--- src/hw/rtl/orbit_camera_spherical_to_cartesian_assert.svh ---
// assertion macros for the orbit camera block
`ifndef ORBIT_CAMERA_SPHERICAL_TO_CARTESIAN_ASSERT_SVH
`define ORBIT_CAMERA_SPHERICAL_TO_CARTESIAN_ASSERT_SVH

// same-cycle implication, sampled on clk, off while rst_n is low
`define OCAM_ASSERT_NOW(lbl, ante, cons, msg) \
  lbl: assert property (@(posedge clk) disable iff (!rst_n) (ante) |-> (cons)) \
    else $error(msg);

// next-cycle implication, sampled on clk, off while rst_n is low
`define OCAM_ASSERT_NXT(lbl, ante, cons, msg) \
  lbl: assert property (@(posedge clk) disable iff (!rst_n) (ante) |=> (cons)) \
    else $error(msg);

`endif

--- src/hw/rtl/ocam_pkg.sv ---
// shared types, constants and tables of the orbit camera block
package ocam_pkg;

  localparam int ANGLE_BITS_DEF   = 16;
  localparam int CORDIC_STEPS_DEF = 16;

  localparam int KIND_W     = 2;
  localparam int DEG_W      = 17;
  localparam int DRAD_W     = 17;
  localparam int RAD_W      = 16;
  localparam int ANG_W      = 16;
  localparam int POS_W      = 17;
  localparam int CFG_IDX_W  = 4;
  localparam int CFG_DATA_W = 16;
  localparam int XY_W       = 33;
  localparam int MUL_W      = 32;
  localparam int PROD_W     = 64;

  typedef enum logic [KIND_W-1:0] {
    KIND_ROTATE = 2'd0,
    KIND_ZOOM   = 2'd1,
    KIND_LOAD   = 2'd2
  } kind_t;

  localparam logic [CFG_IDX_W-1:0] CFG_ELEV_MIN = 4'd0;
  localparam logic [CFG_IDX_W-1:0] CFG_ELEV_MAX = 4'd1;
  localparam logic [CFG_IDX_W-1:0] CFG_RAD_MIN  = 4'd2;
  localparam logic [CFG_IDX_W-1:0] CFG_RAD_MAX  = 4'd3;

  localparam logic signed [ANG_W-1:0] ELEV_MIN_RST = -16'sd8192;
  localparam logic signed [ANG_W-1:0] ELEV_MAX_RST = 16'sd13653;
  localparam logic [RAD_W-1:0]        RAD_MIN_RST  = 16'd960;
  localparam logic [RAD_W-1:0]        RAD_MAX_RST  = 16'd4960;

  // degrees (9.8) to angle units: (mag*32 + 22) / 45 by reciprocal
  localparam logic [21:0] DEG_ROUND    = 22'd22;
  localparam logic [22:0] DEG_RECIP    = 23'd5965233;
  localparam int          DEG_RECIP_SH = 28;

  localparam logic signed [XY_W-1:0]  CORDIC_X0  = 33'sd652032874;
  localparam logic signed [XY_W-1:0]  CORDIC_LIM = 33'sd1073741824;
  localparam logic signed [MUL_W-1:0] TRIG_LIM   = 32'sd1073741824;

  typedef enum logic [3:0] {
    S_IDLE,
    S_DEG_AZ,
    S_DEG_EL,
    S_DEG_FIN,
    S_COR_PREP,
    S_COR_ITER,
    S_COR_END,
    S_MUL_T,
    S_MUL_Y,
    S_MUL_X,
    S_MUL_Z,
    S_OUT
  } state_t;

  // arctangent of 2^-i, 2^32 units per turn
  function automatic logic [31:0] cordic_atan(input logic [4:0] idx);
    logic [31:0] v;
    case (idx)
      5'd0:    v = 32'h20000000;
      5'd1:    v = 32'h12E4051E;
      5'd2:    v = 32'h09FB385B;
      5'd3:    v = 32'h051111D4;
      5'd4:    v = 32'h028B0D43;
      5'd5:    v = 32'h0145D7E1;
      5'd6:    v = 32'h00A2F61E;
      5'd7:    v = 32'h00517C55;
      5'd8:    v = 32'h0028BE53;
      5'd9:    v = 32'h00145F2F;
      5'd10:   v = 32'h000A2F98;
      5'd11:   v = 32'h000517CC;
      5'd12:   v = 32'h00028BE6;
      5'd13:   v = 32'h000145F3;
      5'd14:   v = 32'h0000A2FA;
      5'd15:   v = 32'h0000517D;
      5'd16:   v = 32'h000028BE;
      5'd17:   v = 32'h0000145F;
      5'd18:   v = 32'h00000A30;
      5'd19:   v = 32'h00000518;
      5'd20:   v = 32'h0000028C;
      5'd21:   v = 32'h00000146;
      5'd22:   v = 32'h000000A3;
      5'd23:   v = 32'h00000051;
      default: v = 32'h00000000;
    endcase
    return v;
  endfunction

endpackage

--- src/hw/rtl/ocam_in_if.sv ---
// request channel of the orbit camera block
interface ocam_in_if;
  logic                                    valid;
  logic                                    ready;
  logic [ocam_pkg::KIND_W-1:0]             kind;
  logic signed [ocam_pkg::DEG_W-1:0]       delta_azimuth_deg;
  logic signed [ocam_pkg::DEG_W-1:0]       delta_elevation_deg;
  logic signed [ocam_pkg::DRAD_W-1:0]      delta_radius;
  logic [ocam_pkg::RAD_W-1:0]              load_radius;
  logic [ocam_pkg::ANG_W-1:0]              load_azimuth;
  logic signed [ocam_pkg::ANG_W-1:0]       load_elevation;

  modport source (
    output valid, kind, delta_azimuth_deg, delta_elevation_deg, delta_radius,
           load_radius, load_azimuth, load_elevation,
    input  ready
  );
  modport sink (
    input  valid, kind, delta_azimuth_deg, delta_elevation_deg, delta_radius,
           load_radius, load_azimuth, load_elevation,
    output ready
  );
endinterface

--- src/hw/rtl/ocam_out_if.sv ---
// result channel of the orbit camera block
interface ocam_out_if;
  logic                               valid;
  logic                               ready;
  logic signed [ocam_pkg::POS_W-1:0]  pos_x;
  logic signed [ocam_pkg::POS_W-1:0]  pos_y;
  logic signed [ocam_pkg::POS_W-1:0]  pos_z;
  logic [ocam_pkg::RAD_W-1:0]         cur_radius;
  logic [ocam_pkg::ANG_W-1:0]         cur_azimuth;
  logic signed [ocam_pkg::ANG_W-1:0]  cur_elevation;

  modport source (
    output valid, pos_x, pos_y, pos_z, cur_radius, cur_azimuth, cur_elevation,
    input  ready
  );
  modport sink (
    input  valid, pos_x, pos_y, pos_z, cur_radius, cur_azimuth, cur_elevation,
    output ready
  );
endinterface

--- src/hw/rtl/ocam_cfg_if.sv ---
// register write channel of the orbit camera block
interface ocam_cfg_if;
  logic                                valid;
  logic                                ready;
  logic [ocam_pkg::CFG_IDX_W-1:0]      idx;
  logic [ocam_pkg::CFG_DATA_W-1:0]     data;

  modport source (output valid, idx, data, input ready);
  modport sink   (input valid, idx, data, output ready);
endinterface

--- src/hw/rtl/orbit_camera_spherical_to_cartesian.sv ---
// orbit camera: state update, shared cordic and shared multiplier
//
//  channel  | dir | handshake    | payload
//  in_ch    | in  | valid/ready  | kind, deltas, load values
//  out_ch   | out | valid/ready  | pos_x/y/z, cur_radius/azimuth/elevation
//  cfg_ch   | in  | valid/ready  | idx, data (always ready)
//
// one request at a time: the next request is taken only after the result has moved
// into the output register; a rotate first converts its degree deltas, and every result
// comes from two passes of one cordic iteration unit and one 32x32 multiplier.
// rst_n is synchronous: clears state to zero and clamps to their defaults.
// a finished result waits in the output register; the next request is taken
// meanwhile and only stalls at its own output step.
`include "orbit_camera_spherical_to_cartesian_assert.svh"

module orbit_camera_spherical_to_cartesian #(
  parameter int ANGLE_BITS   = ocam_pkg::ANGLE_BITS_DEF,
  parameter int CORDIC_STEPS = ocam_pkg::CORDIC_STEPS_DEF
) (
  input  logic              clk,
  input  logic              rst_n,
  ocam_in_if.sink           in_ch,
  ocam_out_if.source        out_ch,
  ocam_cfg_if.sink          cfg_ch
);

  localparam int Z_W    = ANGLE_BITS + 1;
  localparam int STEP_W = (CORDIC_STEPS > 1) ? $clog2(CORDIC_STEPS) : 1;
  localparam logic [STEP_W-1:0] STEP_LAST = STEP_W'(CORDIC_STEPS - 1);

  ocam_pkg::state_t state_r, state_nxt;

  logic signed [15:0] elev_min_r, elev_max_r;
  logic [15:0]        rad_min_r, rad_max_r;
  logic [15:0]        radius_r, azimuth_r;
  logic signed [15:0] elevation_r;

  logic signed [ocam_pkg::DEG_W-1:0] daz_r, del_r;
  logic                              pass_r;
  logic [STEP_W-1:0]                 step_r;
  logic                              flip_r;
  logic signed [ocam_pkg::XY_W-1:0]  cx_r, cy_r;
  logic signed [Z_W-1:0]             cz_r;
  logic signed [ocam_pkg::MUL_W-1:0] ce_r, se_r, ca_r, sa_r, t_r;
  logic signed [ocam_pkg::PROD_W-1:0] prod_r;
  logic signed [ocam_pkg::POS_W-1:0] px_r, py_r;

  logic                              out_valid_r;
  logic signed [ocam_pkg::POS_W-1:0] pos_x_r, pos_y_r, pos_z_r;
  logic [15:0]                       cur_radius_r, cur_azimuth_r;
  logic signed [15:0]                cur_elevation_r;

  logic                              in_acc;
  logic                              out_free;
  logic                              mul_en;
  logic signed [ocam_pkg::MUL_W-1:0] mul_a, mul_b;

  // rounds a product half up by sh bits and saturates to +-65535
  function automatic logic signed [ocam_pkg::POS_W-1:0] rnd_sat(
    input logic signed [ocam_pkg::PROD_W-1:0] p,
    input int unsigned sh
  );
    logic signed [ocam_pkg::PROD_W-1:0] v;
    v = (p + (64'sd1 <<< (sh - 1))) >>> sh;
    if (v > 64'sd65535) begin
      return 17'sd65535;
    end else if (v < -64'sd65535) begin
      return -17'sd65535;
    end else begin
      return v[ocam_pkg::POS_W-1:0];
    end
  endfunction

  assign in_acc   = in_ch.valid && in_ch.ready;
  assign out_free = !out_valid_r || out_ch.ready;

  // degree delta to angle units
  logic signed [ocam_pkg::DEG_W-1:0] deg_sel;
  logic [16:0]                       deg_mag;
  logic [21:0]                       deg_num;
  logic [15:0]                       deg_q;
  logic                              deg_neg;
  logic signed [17:0]                deg_bau;

  assign deg_sel = (state_r == ocam_pkg::S_DEG_AZ) ? daz_r : del_r;
  assign deg_mag = deg_sel[16] ? (~deg_sel + 17'd1) : deg_sel;
  assign deg_num = {deg_mag, 5'b0} + ocam_pkg::DEG_ROUND;
  assign deg_q   = prod_r[ocam_pkg::DEG_RECIP_SH +: 16];
  assign deg_neg = (state_r == ocam_pkg::S_DEG_EL) ? daz_r[16] : del_r[16];
  assign deg_bau = deg_neg ? -$signed({2'b00, deg_q}) : $signed({2'b00, deg_q});

  // elevation step with clamp
  logic signed [17:0] el_sum, emin18, emax18;
  logic signed [15:0] el_new;
  assign el_sum = $signed({{2{elevation_r[15]}}, elevation_r}) + deg_bau;
  assign emin18 = {{2{elev_min_r[15]}}, elev_min_r};
  assign emax18 = {{2{elev_max_r[15]}}, elev_max_r};
  always_comb begin
    if (el_sum < emin18) begin
      el_new = elev_min_r;
    end else if (el_sum > emax18) begin
      el_new = elev_max_r;
    end else begin
      el_new = el_sum[15:0];
    end
  end

  // zoom with clamp
  logic signed [17:0] rad_sum, rmin18, rmax18;
  logic [15:0]        rad_new;
  assign rad_sum = $signed({2'b00, radius_r})
                 + $signed({in_ch.delta_radius[16], in_ch.delta_radius});
  assign rmin18  = $signed({2'b00, rad_min_r});
  assign rmax18  = $signed({2'b00, rad_max_r});
  always_comb begin
    if (rad_sum < rmin18) begin
      rad_new = rad_min_r;
    end else if (rad_sum > rmax18) begin
      rad_new = rad_max_r;
    end else begin
      rad_new = rad_sum[15:0];
    end
  end

  // elevation as seen by the trig, clamped for the elevation pass of every request
  logic signed [15:0] el_trig;
  always_comb begin
    if (elevation_r < elev_min_r) begin
      el_trig = elev_min_r;
    end else if (elevation_r > elev_max_r) begin
      el_trig = elev_max_r;
    end else begin
      el_trig = elevation_r;
    end
  end

  // cordic start angle, folded into the right half plane
  logic [15:0]           ang_src;
  logic [39:0]           ang_wide;
  logic [ANGLE_BITS-1:0] ang_a, ang_f;
  logic [1:0]            ang_q;
  logic                  ang_flip;
  logic signed [Z_W-1:0] ang_z0;
  assign ang_src  = pass_r ? azimuth_r : el_trig;
  assign ang_wide = {ang_src, 24'b0};
  assign ang_a    = ang_wide[39 -: ANGLE_BITS];
  assign ang_q    = ang_a[ANGLE_BITS-1 -: 2];
  assign ang_flip = (ang_q == 2'b01) || (ang_q == 2'b10);
  assign ang_f    = ang_flip ? {~ang_a[ANGLE_BITS-1], ang_a[ANGLE_BITS-2:0]} : ang_a;
  assign ang_z0   = $signed({ang_f[ANGLE_BITS-1], ang_f});

  // one cordic micro-rotation
  logic [31:0]                      atan_raw;
  logic [32:0]                      atan_rnd;
  logic signed [Z_W-1:0]            atan_z;
  logic signed [ocam_pkg::XY_W-1:0] x_sh, y_sh;
  assign atan_raw = ocam_pkg::cordic_atan(5'(step_r));
  assign atan_rnd = ({1'b0, atan_raw} + (33'd1 << (31 - ANGLE_BITS))) >> (32 - ANGLE_BITS);
  assign atan_z   = $signed(atan_rnd[Z_W-1:0]);
  assign x_sh     = cx_r >>> step_r;
  assign y_sh     = cy_r >>> step_r;

  // clamp to unit and undo the half-turn fold
  logic signed [ocam_pkg::XY_W-1:0] x_cl, y_cl, x_fin, y_fin;
  always_comb begin
    if (cx_r > ocam_pkg::CORDIC_LIM) begin
      x_cl = ocam_pkg::CORDIC_LIM;
    end else if (cx_r < -ocam_pkg::CORDIC_LIM) begin
      x_cl = -ocam_pkg::CORDIC_LIM;
    end else begin
      x_cl = cx_r;
    end
    if (cy_r > ocam_pkg::CORDIC_LIM) begin
      y_cl = ocam_pkg::CORDIC_LIM;
    end else if (cy_r < -ocam_pkg::CORDIC_LIM) begin
      y_cl = -ocam_pkg::CORDIC_LIM;
    end else begin
      y_cl = cy_r;
    end
    x_fin = flip_r ? -x_cl : x_cl;
    y_fin = flip_r ? -y_cl : y_cl;
  end

  logic signed [ocam_pkg::PROD_W-1:0] t_sum;
  assign t_sum = prod_r + 64'sd32768;

  // sequencer: next state and multiplier operands
  always_comb begin
    state_nxt   = state_r;
    in_ch.ready = 1'b0;
    mul_en      = 1'b0;
    mul_a       = '0;
    mul_b       = '0;
    case (state_r)
      ocam_pkg::S_IDLE: begin
        in_ch.ready = 1'b1;
        if (in_ch.valid) begin
          if (in_ch.kind == ocam_pkg::KIND_ROTATE) begin
            state_nxt = ocam_pkg::S_DEG_AZ;
          end else begin
            state_nxt = ocam_pkg::S_COR_PREP;
          end
        end
      end
      ocam_pkg::S_DEG_AZ, ocam_pkg::S_DEG_EL: begin
        mul_en    = 1'b1;
        mul_a     = $signed({10'b0, deg_num});
        mul_b     = $signed({9'b0, ocam_pkg::DEG_RECIP});
        state_nxt = (state_r == ocam_pkg::S_DEG_AZ) ? ocam_pkg::S_DEG_EL
                                                     : ocam_pkg::S_DEG_FIN;
      end
      ocam_pkg::S_DEG_FIN: begin
        state_nxt = ocam_pkg::S_COR_PREP;
      end
      ocam_pkg::S_COR_PREP: begin
        state_nxt = ocam_pkg::S_COR_ITER;
      end
      ocam_pkg::S_COR_ITER: begin
        if (step_r == STEP_LAST) begin
          state_nxt = ocam_pkg::S_COR_END;
        end
      end
      ocam_pkg::S_COR_END: begin
        state_nxt = pass_r ? ocam_pkg::S_MUL_T : ocam_pkg::S_COR_PREP;
      end
      ocam_pkg::S_MUL_T: begin
        mul_en    = 1'b1;
        mul_a     = $signed({16'b0, radius_r});
        mul_b     = ce_r;
        state_nxt = ocam_pkg::S_MUL_Y;
      end
      ocam_pkg::S_MUL_Y: begin
        mul_en    = 1'b1;
        mul_a     = $signed({16'b0, radius_r});
        mul_b     = se_r;
        state_nxt = ocam_pkg::S_MUL_X;
      end
      ocam_pkg::S_MUL_X: begin
        mul_en    = 1'b1;
        mul_a     = t_r;
        mul_b     = sa_r;
        state_nxt = ocam_pkg::S_MUL_Z;
      end
      ocam_pkg::S_MUL_Z: begin
        mul_en    = 1'b1;
        mul_a     = t_r;
        mul_b     = ca_r;
        state_nxt = ocam_pkg::S_OUT;
      end
      ocam_pkg::S_OUT: begin
        if (out_free) begin
          state_nxt = ocam_pkg::S_IDLE;
        end
      end
      default: begin
        state_nxt = ocam_pkg::S_IDLE;
      end
    endcase
  end

  always_ff @(posedge clk) begin
    if (!rst_n) begin
      state_r <= ocam_pkg::S_IDLE;
    end else begin
      state_r <= state_nxt;
    end
  end

  // configuration and camera state
  always_ff @(posedge clk) begin
    if (!rst_n) begin
      elev_min_r  <= ocam_pkg::ELEV_MIN_RST;
      elev_max_r  <= ocam_pkg::ELEV_MAX_RST;
      rad_min_r   <= ocam_pkg::RAD_MIN_RST;
      rad_max_r   <= ocam_pkg::RAD_MAX_RST;
      radius_r    <= '0;
      azimuth_r   <= '0;
      elevation_r <= '0;
    end else begin
      if (cfg_ch.valid) begin
        case (cfg_ch.idx)
          ocam_pkg::CFG_ELEV_MIN: elev_min_r <= $signed(cfg_ch.data);
          ocam_pkg::CFG_ELEV_MAX: elev_max_r <= $signed(cfg_ch.data);
          ocam_pkg::CFG_RAD_MIN:  rad_min_r  <= cfg_ch.data;
          ocam_pkg::CFG_RAD_MAX:  rad_max_r  <= cfg_ch.data;
          default: ;
        endcase
      end
      if (in_acc) begin
        case (in_ch.kind)
          ocam_pkg::KIND_ZOOM: begin
            radius_r <= rad_new;
          end
          ocam_pkg::KIND_LOAD: begin
            radius_r    <= in_ch.load_radius;
            azimuth_r   <= in_ch.load_azimuth;
            elevation_r <= in_ch.load_elevation;
          end
          default: ;
        endcase
      end
      if (state_r == ocam_pkg::S_DEG_EL) begin
        azimuth_r <= azimuth_r + deg_bau[15:0];
      end
      if (state_r == ocam_pkg::S_DEG_FIN) begin
        elevation_r <= el_new;
      end
    end
  end

  assign cfg_ch.ready = 1'b1;

  // datapath
  always_ff @(posedge clk) begin
    if (in_acc) begin
      daz_r <= in_ch.delta_azimuth_deg;
      del_r <= in_ch.delta_elevation_deg;
    end
    if (mul_en) begin
      prod_r <= 64'(mul_a) * 64'(mul_b);
    end
    case (state_r)
      ocam_pkg::S_COR_PREP: begin
        cx_r   <= ocam_pkg::CORDIC_X0;
        cy_r   <= '0;
        cz_r   <= ang_z0;
        flip_r <= ang_flip;
        step_r <= '0;
      end
      ocam_pkg::S_COR_ITER: begin
        if (!cz_r[Z_W-1]) begin
          cx_r <= cx_r - y_sh;
          cy_r <= cy_r + x_sh;
          cz_r <= cz_r - atan_z;
        end else begin
          cx_r <= cx_r + y_sh;
          cy_r <= cy_r - x_sh;
          cz_r <= cz_r + atan_z;
        end
        step_r <= step_r + 1'b1;
      end
      ocam_pkg::S_COR_END: begin
        if (pass_r) begin
          ca_r <= x_fin[ocam_pkg::MUL_W-1:0];
          sa_r <= y_fin[ocam_pkg::MUL_W-1:0];
        end else begin
          ce_r <= x_fin[ocam_pkg::MUL_W-1:0];
          se_r <= y_fin[ocam_pkg::MUL_W-1:0];
        end
      end
      ocam_pkg::S_MUL_Y: begin
        t_r <= t_sum[47:16];
      end
      ocam_pkg::S_MUL_X: begin
        py_r <= rnd_sat(prod_r, 30);
      end
      ocam_pkg::S_MUL_Z: begin
        px_r <= rnd_sat(prod_r, 44);
      end
      default: ;
    endcase
    if (state_r == ocam_pkg::S_OUT && out_free) begin
      pos_x_r         <= px_r;
      pos_y_r         <= py_r;
      pos_z_r         <= rnd_sat(prod_r, 44);
      cur_radius_r    <= radius_r;
      cur_azimuth_r   <= azimuth_r;
      cur_elevation_r <= elevation_r;
    end
  end

  // control: pass select and output valid
  always_ff @(posedge clk) begin
    if (!rst_n) begin
      pass_r      <= 1'b0;
      out_valid_r <= 1'b0;
    end else begin
      if (in_acc) begin
        pass_r <= 1'b0;
      end else if (state_r == ocam_pkg::S_COR_END) begin
        pass_r <= 1'b1;
      end
      if (state_r == ocam_pkg::S_OUT && out_free) begin
        out_valid_r <= 1'b1;
      end else if (out_ch.ready) begin
        out_valid_r <= 1'b0;
      end
    end
  end

  assign out_ch.valid         = out_valid_r;
  assign out_ch.pos_x         = pos_x_r;
  assign out_ch.pos_y         = pos_y_r;
  assign out_ch.pos_z         = pos_z_r;
  assign out_ch.cur_radius    = cur_radius_r;
  assign out_ch.cur_azimuth   = cur_azimuth_r;
  assign out_ch.cur_elevation = cur_elevation_r;

  `OCAM_ASSERT_NXT(a_rotate_converts,
                   in_acc && (in_ch.kind == ocam_pkg::KIND_ROTATE),
                   state_r == ocam_pkg::S_DEG_AZ,
                   "rotate request did not start degree conversion")
  `OCAM_ASSERT_NOW(a_result_from_seq,
                   $rose(out_valid_r),
                   $past(state_r) == ocam_pkg::S_OUT,
                   "result appeared outside output step")
  `OCAM_ASSERT_NXT(a_elev_in_bounds,
                   (state_r == ocam_pkg::S_DEG_FIN) && (elev_min_r <= elev_max_r),
                   (elevation_r >= $past(elev_min_r)) && (elevation_r <= $past(elev_max_r)),
                   "rotated elevation outside clamp")
  `OCAM_ASSERT_NOW(a_trig_bounded,
                   state_r == ocam_pkg::S_MUL_T,
                   (ce_r <= ocam_pkg::TRIG_LIM) && (ce_r >= -ocam_pkg::TRIG_LIM) &&
                   (sa_r <= ocam_pkg::TRIG_LIM) && (sa_r >= -ocam_pkg::TRIG_LIM),
                   "cordic result beyond unit")

endmodule

--- src/flat_wrapper.sv ---
// flat-port wrapper written by rule: the top's interface ports become plain ports
module orbit_camera_spherical_to_cartesian_flat 
#(
  parameter int ANGLE_BITS   = ocam_pkg::ANGLE_BITS_DEF,
  parameter int CORDIC_STEPS = ocam_pkg::CORDIC_STEPS_DEF
)
  (clk, rst_n, in_ch_valid, in_ch_kind, in_ch_delta_azimuth_deg, in_ch_delta_elevation_deg, in_ch_delta_radius, in_ch_load_radius, in_ch_load_azimuth, in_ch_load_elevation, in_ch_ready, out_ch_valid, out_ch_pos_x, out_ch_pos_y, out_ch_pos_z, out_ch_cur_radius, out_ch_cur_azimuth, out_ch_cur_elevation, out_ch_ready, cfg_ch_valid, cfg_ch_idx, cfg_ch_data, cfg_ch_ready);
  ocam_in_if in_ch_i ();
  ocam_out_if out_ch_i ();
  ocam_cfg_if cfg_ch_i ();
  input  logic clk;
  input  logic rst_n;
  input wire logic [$bits(in_ch_i.valid)-1:0] in_ch_valid;
  input wire logic [$bits(in_ch_i.kind)-1:0] in_ch_kind;
  input wire logic [$bits(in_ch_i.delta_azimuth_deg)-1:0] in_ch_delta_azimuth_deg;
  input wire logic [$bits(in_ch_i.delta_elevation_deg)-1:0] in_ch_delta_elevation_deg;
  input wire logic [$bits(in_ch_i.delta_radius)-1:0] in_ch_delta_radius;
  input wire logic [$bits(in_ch_i.load_radius)-1:0] in_ch_load_radius;
  input wire logic [$bits(in_ch_i.load_azimuth)-1:0] in_ch_load_azimuth;
  input wire logic [$bits(in_ch_i.load_elevation)-1:0] in_ch_load_elevation;
  output wire logic [$bits(in_ch_i.ready)-1:0] in_ch_ready;
  output wire logic [$bits(out_ch_i.valid)-1:0] out_ch_valid;
  output wire logic [$bits(out_ch_i.pos_x)-1:0] out_ch_pos_x;
  output wire logic [$bits(out_ch_i.pos_y)-1:0] out_ch_pos_y;
  output wire logic [$bits(out_ch_i.pos_z)-1:0] out_ch_pos_z;
  output wire logic [$bits(out_ch_i.cur_radius)-1:0] out_ch_cur_radius;
  output wire logic [$bits(out_ch_i.cur_azimuth)-1:0] out_ch_cur_azimuth;
  output wire logic [$bits(out_ch_i.cur_elevation)-1:0] out_ch_cur_elevation;
  input wire logic [$bits(out_ch_i.ready)-1:0] out_ch_ready;
  input wire logic [$bits(cfg_ch_i.valid)-1:0] cfg_ch_valid;
  input wire logic [$bits(cfg_ch_i.idx)-1:0] cfg_ch_idx;
  input wire logic [$bits(cfg_ch_i.data)-1:0] cfg_ch_data;
  output wire logic [$bits(cfg_ch_i.ready)-1:0] cfg_ch_ready;
  assign in_ch_i.valid = in_ch_valid;
  assign in_ch_i.kind = in_ch_kind;
  assign in_ch_i.delta_azimuth_deg = in_ch_delta_azimuth_deg;
  assign in_ch_i.delta_elevation_deg = in_ch_delta_elevation_deg;
  assign in_ch_i.delta_radius = in_ch_delta_radius;
  assign in_ch_i.load_radius = in_ch_load_radius;
  assign in_ch_i.load_azimuth = in_ch_load_azimuth;
  assign in_ch_i.load_elevation = in_ch_load_elevation;
  assign in_ch_ready = in_ch_i.ready;
  assign out_ch_valid = out_ch_i.valid;
  assign out_ch_pos_x = out_ch_i.pos_x;
  assign out_ch_pos_y = out_ch_i.pos_y;
  assign out_ch_pos_z = out_ch_i.pos_z;
  assign out_ch_cur_radius = out_ch_i.cur_radius;
  assign out_ch_cur_azimuth = out_ch_i.cur_azimuth;
  assign out_ch_cur_elevation = out_ch_i.cur_elevation;
  assign out_ch_i.ready = out_ch_ready;
  assign cfg_ch_i.valid = cfg_ch_valid;
  assign cfg_ch_i.idx = cfg_ch_idx;
  assign cfg_ch_i.data = cfg_ch_data;
  assign cfg_ch_ready = cfg_ch_i.ready;
  orbit_camera_spherical_to_cartesian #(.ANGLE_BITS(ANGLE_BITS), .CORDIC_STEPS(CORDIC_STEPS)) u_core (.clk(clk), .rst_n(rst_n), .in_ch(in_ch_i), .out_ch(out_ch_i), .cfg_ch(cfg_ch_i));
endmodule
--- config.mk ---
export PLATFORM = sky130hd
export DESIGN_NAME = orbit_camera_spherical_to_cartesian_flat
export DESIGN_NICKNAME = d
export VERILOG_FILES = /design/src/hw/rtl/ocam_pkg.sv /design/src/hw/rtl/ocam_in_if.sv /design/src/hw/rtl/ocam_out_if.sv /design/src/hw/rtl/ocam_cfg_if.sv /design/src/hw/rtl/orbit_camera_spherical_to_cartesian.sv /design/src/flat_wrapper.sv
export VERILOG_INCLUDE_DIRS = /design/src /design/src/hw/rtl
export SDC_FILE = /design/constraint.sdc
export NUM_CORES = 2
export LEC_CHECK = 0
export BUFFER_PORTS_ARGS = -buffer_cell sky130_fd_sc_hd__buf_2
export CAP_MARGIN = 10
export CORE_ASPECT_RATIO = 1.5
export CORE_MARGIN = 1.5
export CORE_UTILIZATION = 55
export CTS_CLUSTER_SIZE = 16
export DETAILED_ROUTE_END_ITERATION = 6
export PLACE_DENSITY_LB_ADDON = 0.2
export SYNTH_ARGS = -nofsm -noshare
export SYNTH_HDL_FRONTEND = slang
export SYNTH_SLANG_ARGS = --single-unit
--- constraint.sdc ---
create_clock -name clk -period 18.05 [get_ports clk]
set_input_delay 0.9025 -clock clk [delete_from_list [all_inputs] [get_ports clk]]
set_output_delay 0.9025 -clock clk [all_outputs]
set_load 0.05 [all_outputs]
==> metrics.yaml <==
place:
  placed_area_mm2: 0.0778
  gp_congestion: 1.02
  numPortBuffers: 226
  dp_hpwl_mm: 196
global_route:
  grt_overflow: 0
  grt_use_total_pct: 36.6
  grt_pass1_vias: 62100
  grt_antenna_before_repair: 6
  grt_start_max_net_pins: 85
  grt_pass1_wl_mm: 378
route:
  wl_per_cell_um: 25.2
  routed_via_density: 6.07
  wl_mm: 248
  dr.pass1.iters: 7
  drtAntennaViolNets: 0
  vias: 59800
  drtIter0Drc: 4624
  drcViolationCount: 3
sta:
  worst_pin_slew_ps: 1210
  fin_worst_skew_ps: 66.0
  hold_viol: 0
  relSlewSlack_pct: 18.8
  max_freq_ghz: 0.0832
  setup-tns-final_ps: 0
  maxSlewViolCount: 0
  min_period_ps: 12020
  rsz0062_at_grt: "no"
  min_period_over_period_pct: 66.6
  setup_viol: 0
floorplan:
  fp.dieArea_mm2: 0.138
  die_w_um: 304
  std_cell_rows: 165
  core_mm2: 0.135
  io_pins: 228
  fp.dieH_um: 455
  start_util_pct: 55.4
synth:
  synth_edf_count: 464
  synth_area_mm2: 0.0748
  yosys_most_used_dff: "edfxtp_1"
  async_flop_share_pct: 0
  yosys.cell_types.count: 85
  synth_area_per_cell_um2: 9.33
  syn-instance-count: 8025
  synth-seq-cells: 597
  yosys_warnings: 0
  syn_nets: 9664
  seq_area_frac_synth_pct: 22.2
hold_path:
  min_path_cells: 1
  hp-start: "in_ch_delta_elevation_deg[13]"
  hold_class: "input port to register"
  min_to: "u_core.del_r[13]"
pwr:
  leakagePower_nw: 34.7
  clock_power_share_pct: 14.6
  vdd_drop_max_mv: 0.0956
  p_sw_share_pct: 49.8
  powerDensity_mw_per_mm2: 120
  seqPwrFrac_pct: 22.6
  power.internal_mw: 4.80
  power_mw: 9.56
  power.switching_mw: 4.76
  pwr-share-comb_pct: 62.9
cts:
  cts_buffers: 66
  clock_path_buffers: 3
  clkLatencyLatePin_ps: 710
  ctsResizeCount: 0
  cts.hold.buffers_added: 0
  post-cts-setup-buffer-count: 0
  root_buffer: "clkbuf_16"
  path_clk_slew_ps: 60
  htree_num_levels: 3
  cts_tree: "done"
  cts_sinks: 597
worst_setup_path:
  crit-reg2reg-launch: "u_core.state_r[0]"
  cp-start-kind: "register"
  cpPeakStageDelay_ps: 810
  rr_worst_depth: 36
  critPathMaxFanout: 21
  crit_type: "register to register"
  required_ps: 18450
  worstPathArrival_ps: 12420
  endpoint_kind: "register"
  reg2reg_setup_slack_ps: 6030
  slowest_stage: "o311ai_2"
  r2r_end: "u_core.prod_r[62]"
  cpMostUsedCell: "fa_1"
  crit_start: "u_core.state_r[0]"
job:
  drv_cap: 0
layout:
  drive_above_1_share_pct: 7.96
  nets: 9687
  final_area_mm2: 0.0799
  syn2layout_area_growth_pct: 6.80
  final_util_pct: 59.2
run_status:
  violations: "design-rule violations"
  status: "complete, but fails checks"
layer usage:
layer | global-route usage (%) | up-vias | wire [um]
met1 | 40.0 | 29800 | 83800
met2 | 62.8 | 2719 | 121000
met4 | 29.6 | 2 | 24700
met3 | 6.42 | 1005 | 18400
li1 | - | 26200 | -
met5 | 0 | - | 13
through the flow:
step                worst slack (ps)  hold slack, ps  std cells
floorplan                       7490             400       8025
global placement                6490             402       9733
detailed placement              6300             405       9733
CTS                             6190             344       9852
global route                    5370             366       9854
finish                          6030             382       9854
registers in the layout, summed over array words and instances (netlist names), 32 cells and up:
| name | cells |
|---|---|
| u_core.ce_r | 32 |
| u_core.se_r | 32 |
| u_core.cy_r | 33 |
| u_core.prod_r | 49 |
| u_core.sa_r | 32 |
| u_core.cx_r | 33 |
| u_core.ca_r | 32 |
| u_core.t_r | 32 |
power groups by stage:
stage          registers [mW]  logic (mW)  clock network [mW]
3_5_place_dp             2.17        5.87                   0
6_report                 2.16        6.01                1.39
2_1_floorplan            1.95        4.29                   0
5_1_grt                  2.18        6.53                1.45
3_3_place_gp             2.16        5.78                   0
4_1_cts                  2.14        5.92                1.41
layout by cell type (no fill, tap or decap), types with 133 or more instances in the layout:
| cell type | n |
|---|---|
| a21oi_1 | 332 |
| buf_4 | 144 |
| xor2_1 | 165 |
| dfxtp_1 | 133 |
| fa_1 | 1087 |
| xnor2_1 | 237 |
| o21ai_0 | 151 |
| nand2_1 | 1135 |
| buf_2 | 226 |
| nor2_1 | 794 |
| ha_1 | 426 |
| edfxtp_1 | 464 |
| inv_1 | 1229 |
Yosys cell counts (all sizes together) (14+ instances only):
library cell     n  share of area (%)
o21ai          187                1.3
nor2b           33               0.28
a21o           115                1.2
or3             27               0.23
nor4            28               0.25
inv           1231                6.2
ha             426                7.1
edfxtp         464                 19
dfxtp          133                3.6
nand2b          39               0.33
mux4            78                2.3
or2             14               0.12
buf             61               0.38
a21oi          334                2.2
o311a           15               0.20
fa            1087                 29
nand2         1136                5.7
mux2i           82                1.1
o211ai          65               0.65
a31oi           57               0.48
o211a           18               0.24
nor2           799                4.0
nand4           66               0.55
o21bai          25               0.25
nor3           103               0.70
a311oi          21               0.25
and3            52               0.43
xor2           165                1.9
a22oi           33               0.33
o21a            51               0.51
nand3          101               0.68
clkbuf         354                1.8
mux2            40               0.60
a211oi          36               0.36
o31ai           34               0.34
o41ai           15               0.18
and2            61               0.51
and4            35               0.41
xnor2          237                2.8
cell type report:
| type | instances | area (um^2) |
|---|---|---|
| Antenna cell | 2 | 5.00 |
| Clock buffer | 78 | 1720 |
| Clock inverter | 41 | 417 |
| Fill cell | 11800 | 55100 |
| Inverter | 1233 | 4630 |
| Multi-Input combinational cell | 5780 | 52200 |
| Sequential cell | 597 | 16600 |
| Tap cell | 1753 | 2190 |
| Timing Repair Buffer | 370 | 2210 |
critical path: cells and delay by family (launching register included):
family                   cells  cell delay [ps]
AO/OA/AOI/OAI               10             3120
XOR/XNOR                     2              320
adder cells (fa/ha/maj)     10             4680
buffers and inverters        6              880
flip-flops                   1              780
multiplexers                 1              320
AND/OR/NAND/NOR              7             1570
how the worst max path moves through the flow:
stage / end / slack (ps)
floorplan: u_core.prod_r[58] / 7490
global placement: u_core.prod_r[58] / 6490
detailed placement: u_core.prod_r[62] / 6300
CTS: u_core.prod_r[62] / 6190
global route: u_core.prod_r[63] / 5370
finish: u_core.prod_r[62] / 6030
cell families after synthesis:
kind of cell | count (synthesis) | share of synthesized area, %
simple gates | 2528 | 14.6
compound gates | 1136 | 9.98
buf+inv | 1648 | 8.34
mux | 200 | 4.05
xor+xnor | 402 | 4.70
other cells | 1 | 0.00501
fa+ha+maj | 1513 | 36.2
flops | 597 | 22.2
(Power assumes the default switching activity.)
